===== src/icmp_echo_id_translator_top_assert.svh =====
// Assertion macros for the ICMP echo identifier translator.
// Each macro is active in simulation and expands to nothing in synthesis.
`ifndef ICMP_ECHO_ID_TRANSLATOR_TOP_ASSERT_SVH
`define ICMP_ECHO_ID_TRANSLATOR_TOP_ASSERT_SVH

`ifndef SYNTHESIS
`define ICMPID_ASSERT_SAME(label, clk, rst, ante, cons, msg) \
  label: assert property (@(posedge clk) disable iff (rst) (ante) |-> (cons)) else $error(msg);
`define ICMPID_ASSERT_NEXT(label, clk, rst, ante, cons, msg) \
  label: assert property (@(posedge clk) disable iff (rst) (ante) |=> (cons)) else $error(msg);
`else
`define ICMPID_ASSERT_SAME(label, clk, rst, ante, cons, msg)
`define ICMPID_ASSERT_NEXT(label, clk, rst, ante, cons, msg)
`endif

`endif


===== src/icmpid_pkg.sv =====
// ----------------------------------------------------------------------------
// icmpid_pkg
// Shared types and constants of the ICMP echo identifier translator.
// ----------------------------------------------------------------------------
`default_nettype none

package icmpid_pkg;

  localparam int MAP_AW    = 16;
  localparam int CFG_IDX_W = 2;

  localparam logic [7:0] PROTO_ICMP      = 8'd1;
  localparam logic [7:0] TYPE_ECHO_REQ   = 8'd8;
  localparam logic [7:0] TYPE_ECHO_REPLY = 8'd0;

  localparam logic [CFG_IDX_W-1:0] REG_PORTSET_INDEX = 2'd0;
  localparam logic [CFG_IDX_W-1:0] REG_PORTSET_MASK  = 2'd1;

  // controller -> datapath
  typedef struct packed {
    logic ld_in;
    logic sq_en;
    logic map_clr;
    logic map_wr;
    logic map_rd;
    logic adjust;
  } cmd_t;

  // datapath -> controller
  typedef struct packed {
    logic is_req;
    logic is_rep;
    logic clr_last;
  } status_t;

endpackage

`default_nettype wire


===== src/icmpid_ctrl.sv =====
// ----------------------------------------------------------------------------
// icmpid_ctrl
// Sequencer: table clear after reset, then one word at a time through
// square, table access for echo requests and replies, and checksum adjust.
// ----------------------------------------------------------------------------
`default_nettype none

module icmpid_ctrl (
  input  wire logic              clk,
  input  wire logic              rst,
  input  wire logic              start,
  input  wire icmpid_pkg::status_t st,
  output icmpid_pkg::cmd_t       cmd,
  output logic                   busy,
  output logic                   done
);

  typedef enum logic [5:0] {
    S_CLEAR  = 6'b000001,
    S_IDLE   = 6'b000010,
    S_SQUARE = 6'b000100,
    S_REQ_WR = 6'b001000,
    S_RPL_RD = 6'b010000,
    S_ADJUST = 6'b100000
  } state_t;

  state_t state, state_next;
  logic   done_next;

  always_ff @(posedge clk) begin
    if (rst) begin
      state <= S_CLEAR;
      done  <= 1'b0;
    end else begin
      state <= state_next;
      done  <= done_next;
    end
  end

  always_comb begin
    cmd        = '0;
    state_next = state;
    done_next  = 1'b0;
    case (state)
      S_CLEAR: begin
        cmd.map_clr = 1'b1;
        if (st.clr_last) state_next = S_IDLE;
      end
      S_IDLE: begin
        if (start) begin
          cmd.ld_in  = 1'b1;
          state_next = S_SQUARE;
        end
      end
      S_SQUARE: begin
        cmd.sq_en = 1'b1;
        if (st.is_req)      state_next = S_REQ_WR;
        else if (st.is_rep) state_next = S_RPL_RD;
        else                state_next = S_ADJUST;
      end
      S_REQ_WR: begin
        cmd.map_wr = 1'b1;
        state_next = S_ADJUST;
      end
      S_RPL_RD: begin
        cmd.map_rd = 1'b1;
        state_next = S_ADJUST;
      end
      S_ADJUST: begin
        cmd.adjust = 1'b1;
        done_next  = 1'b1;
        state_next = S_IDLE;
      end
      default: begin
        state_next = S_CLEAR;
      end
    endcase
  end

  assign busy = (state != S_IDLE);

endmodule

`default_nettype wire


===== config.mk =====
export PLATFORM = sky130hd
export DESIGN_NAME = icmpid_ctrl
export DESIGN_NICKNAME = d
export VERILOG_FILES = /design/src/icmp_echo_id_translator_top_assert.svh /design/src/icmpid_pkg.sv /design/src/icmpid_ctrl.sv
export SDC_FILE = /design/constraint.sdc
export NUM_CORES = 1
export LEC_CHECK = 0
export BUFFER_PORTS_ARGS = -buffer_cell sky130_fd_sc_hd__buf_4
export CORE_MARGIN = 3
export CORE_UTILIZATION = 30
export DETAILED_ROUTE_END_ITERATION = 16
export GPL_TIMING_DRIVEN = 0
export PLACE_DENSITY = 0.64
export SKIP_CTS_REPAIR_TIMING = 1
export SYNTH_ARGS = -nofsm -noshare
export SYNTH_HDL_FRONTEND = slang
export SYNTH_SLANG_ARGS = --single-unit

===== constraint.sdc =====
create_clock -name clk -period 3.5 [get_ports clk]
set_input_delay 0.7 -clock clk [delete_from_list [all_inputs] [get_ports clk]]
set_output_delay 0.7 -clock clk [all_outputs]
set_load 0.1 [all_outputs]

Yosys cells after proc, flatten, opt, wreduce, memory -nomap -nowiden --
Cells that the tools add are included.
Word-level totals: register bits after elaboration 7, output and inout port bits 8, input bits 6, word-level logic and storage cells 25
Cells by class: mux-type cells 12, reduce and logical (&&, ||, !) cells 2, eq/ne operators 9
Operator list (number):
- $pmux W6 S5 | 1
- $mux W6 | 4
- $mux W1 | 7
- $eq A6 B1 Y1 const B | 1
- $eq A6 B2 Y1 const B | 1
- $eq A6 B3 Y1 const B | 1
- $eq A6 B4 Y1 const B | 1
- $eq A6 B5 Y1 const B | 1
- $eq A6 B6 Y1 const B | 1
- $ne A6 B2 Y1 const B | 1
- $ne A2 B2 Y1 const B | 2
- $reduce_and A2 Y1 | 1
- $reduce_or A2 Y1 | 1

Depth between registers and ports, before layout --
word-level depth 3, gate-level depth with buffers 4, mapped depth without buffers 3

Worst setup path after synthesis --
OpenSTA, ideal clock, no wires.
kind register to output, start register state[5], end output cmd[5] (netlist bit), slack -0.169 ns, path buffers 1, stages on the path, launching flop included 5, data arrival time 2.969 ns, path through dfxtp_1 -> buf_6 -> nor4b_1 -> nand2b_1 -> nor2_1
RTL lines:
- from (decl) | RTL line icmpid_ctrl.sv:27 | state_t state, state_next;
- from (signal assigned) | RTL line icmpid_ctrl.sv:35 | state <= state_next;
- to (decl) | RTL line icmpid_ctrl.sv:13 | output icmpid_pkg::cmd_t cmd,

==> metrics <==
DRT met1 WL 411 um; status complete, no violations; Inserted Diodes 0; hold violation count in the final report 0; worst-case clock buffer depth 2; syn nets 53; H-tree depth 1; post-synthesis mux area share 0%; CP max-delay cell or4_1; Rel. slew slack a little over two thirds; Wirelength per Cell roughly 12 um; Hold WC Path Type reg -> reg; adder-cell share of the synthesized area 0%; placed cell area ~560 um^2; Synth Area in XOR/XNOR 1.98%; pin count of the biggest net entering global routing 10; final antenna-violating net count 0; final setup fails 0; warnings from Yosys 0; dominant cell type by area after synthesis dfxtp_1; first-pass GRT wire length between 1500 and 2000 um; count leader, synth dfxtp_1; Power Density about 440 mW/mm^2; required time of the critical path 2.80 ns; largest family of logic cells by synthesized area simple AND/OR/NAND/NOR gates; minimum clock period between 2 and 2.5 ns; Die Wd between 40 and 50 um; core area about 0.0013 mm^2; ys flop type dfxtp_1; Clock Sink Count 7; chip height around 44 um; post-synthesis async set-or-reset flop share 0%; DRC violations left 0; R2R setup slack 2.06 ns; I/O Pins 14; Final Util between 40% and 50%; critical path buffer and inverter count 2; cells after synthesis 47; DRT Pass-1 Iters 2; Max stage delay on crit path roughly 0.54 ns; TNS Setup 0 ns; Gate power share 35.4%; Setup crit end kind output port; CTS root buffer clkbuf_4; initial DRC count 2; Flop pwr share around 36%; Layout area overhead 32.9%; top post-synthesis cells by count dfxtp_1 (7), a21oi_1 (4), nand2b_1 (4), nor2_1 (4); CP max FO 9; Clock Latency Late Sink approximately 0.25 ns; library cells used by synthesis 27; leakage between 0.2 and 0.25 nW; wire length on met2 around 440 um; PortBufs 13; clk slew on worst S/H paths roughly 0.05 ns; Pint ~0.00016 W; largest cells by area after synthesis dfxtp_1 (32%), and4bb_2 (5.7%), nand2b_1 (5.7%); Cell Area, Synth roughly 440 um^2; vias in the first global route roughly 370; routed wire length just over 900 um; clock power share roughly 28%; average cell area after synthesis about 9.4 um^2; simple-gate portion of the synthesized area 40.5%; Seq/Total Area, Yosys a little under a third; Crit Path Class reg -> out; global placer's final weighted congestion approximately 0.73; Fmax achieved approximately 0.42 GHz; routed vias/inst 5.30; highest metal used met4; switching power between 0.00009 and 0.0001 W; worst ir drop on vdd approximately 0.22 mV; # rows 13; Synth Area in Compound Gates a little under a fifth; Final period util around 70%; Die ar. 0.00197 mm^2; final instance area 587 um^2; Fin Clk Skew about 0.00056 ns; layout cells sized above 1 between 40% and 50%; Worst EP arrival between 1.5 and 2 ns; Initial Util around 33%; cts bufs inserted 3; total global-route track usage 11.7%; CTS tree done; Crit path max-delay family simple AND/OR/NAND/NOR gates; crit path cell chain buf_6 -> or4_1 -> nor2_1 -> buf_4; grt total ovfl 0; Synth top area share a little under a third; initial antenna violation count 0; count of pins over their slew limit 0; number of max-cap violations 0; Slew @ Worst Pin roughly 0.44 ns; Post-synth EDFFs 0; dpl hpwl 732 um; Critical Path Start Type flip-flop; routed wl met3 about 47 um; via count about 420; nets between 70 and 80; #FFs+latches synth 7; switching share of power ~39%; setup repair after global routing missed its margin no
[kinds of logic after synthesis]
group                     count (synthesis)
xor gates and xnor gates                  1
AOI/OAI and AO/OA                        11
and+or+nand+nor                          23
DFF                                       7
buffers and inverters                     5
[sequential cells by signal, indices dropped and copies added (netlist names)]
name / count
state: 6
done: 1
[metrics by stage]
| stage | worst slack (ns) | instances | total power [W] | hold WS, ns |
|---|---|---|---|---|
| 4_1_cts | 1.10 | 79 | 0.000263 | 0.637 |
| 2_1_floorplan | 0.283 | 47 | 0.000164 | 0.579 |
| 3_5_place_dp | 1.39 | 75 | 0.000186 | 0.625 |
| 3_3_place_gp | 1.40 | 75 | 0.000185 | 0.633 |
| 5_1_grt | 0.842 | 79 | 0.000277 | 0.661 |
| 6_report | 1.12 | 79 | 0.000258 | 0.623 |
[area by class of cell]
cell class              instances  area (um^2)
multi-input cells              35          273
clock buffers                   4         26.3
flip-flops and latches          7          140
repair buffers                 13         97.6
inverters                       2         7.51
well taps                      15         18.8
fillers                       146          747
plain buffers                   3         23.8
[final timing paths]
kind / from / cells past startpoint / end
max: state[5]$_SDFFE_PP0P_ / 4 / cmd[2]
max reg2reg: state[5]$_SDFFE_PP0P_ / 4 / state[5]$_SDFFE_PP0P_
min: state[0]$_SDFFE_PP1P_ / 2 / state[1]$_SDFFE_PP0P_
min reg2reg: state[0]$_SDFFE_PP1P_ / 2 / state[1]$_SDFFE_PP0P_
[placed cells by master, fill, tap and decap left out, drive strengths merged, types with 2 or more instances in the layout]
cell	Yosys	final
inv	2	2
nor2b	2	2
nor3	2	2
clkbuf	0	4
dfxtp	7	7
nand2b	4	4
a211oi	2	2
nor2	5	5
a21oi	4	4
buf	3	16
and4bb	2	2
nor4b	2	2
[worst min-delay path: cells and delay by family, from the launching register on]
| kind | cells | cell delay [ns] |
|---|---|---|
| AO/OA/AOI/OAI | 2 | 0.25 |
| flip-flops | 1 | 0.35 |
[metal layers]
metal  vias to the layer above  GRT usage, %
met2                        11          17.4
met4                         0          12.7
met3                         4          3.66
met1                       194          12.3
met5                         -             0
li1                        210             -
[power by group through the flow]
stage                logic, W  registers (W)  clock network, W
detailed placement  0.0000915      0.0000947                 0
global placement    0.0000908      0.0000947                 0
CTS                 0.0000917      0.0000930         0.0000783
finish              0.0000914      0.0000929         0.0000735
floorplan           0.0000716      0.0000927                 0
global route        0.0000964      0.0000952         0.0000851
Power figures use the tool's default switching activity.
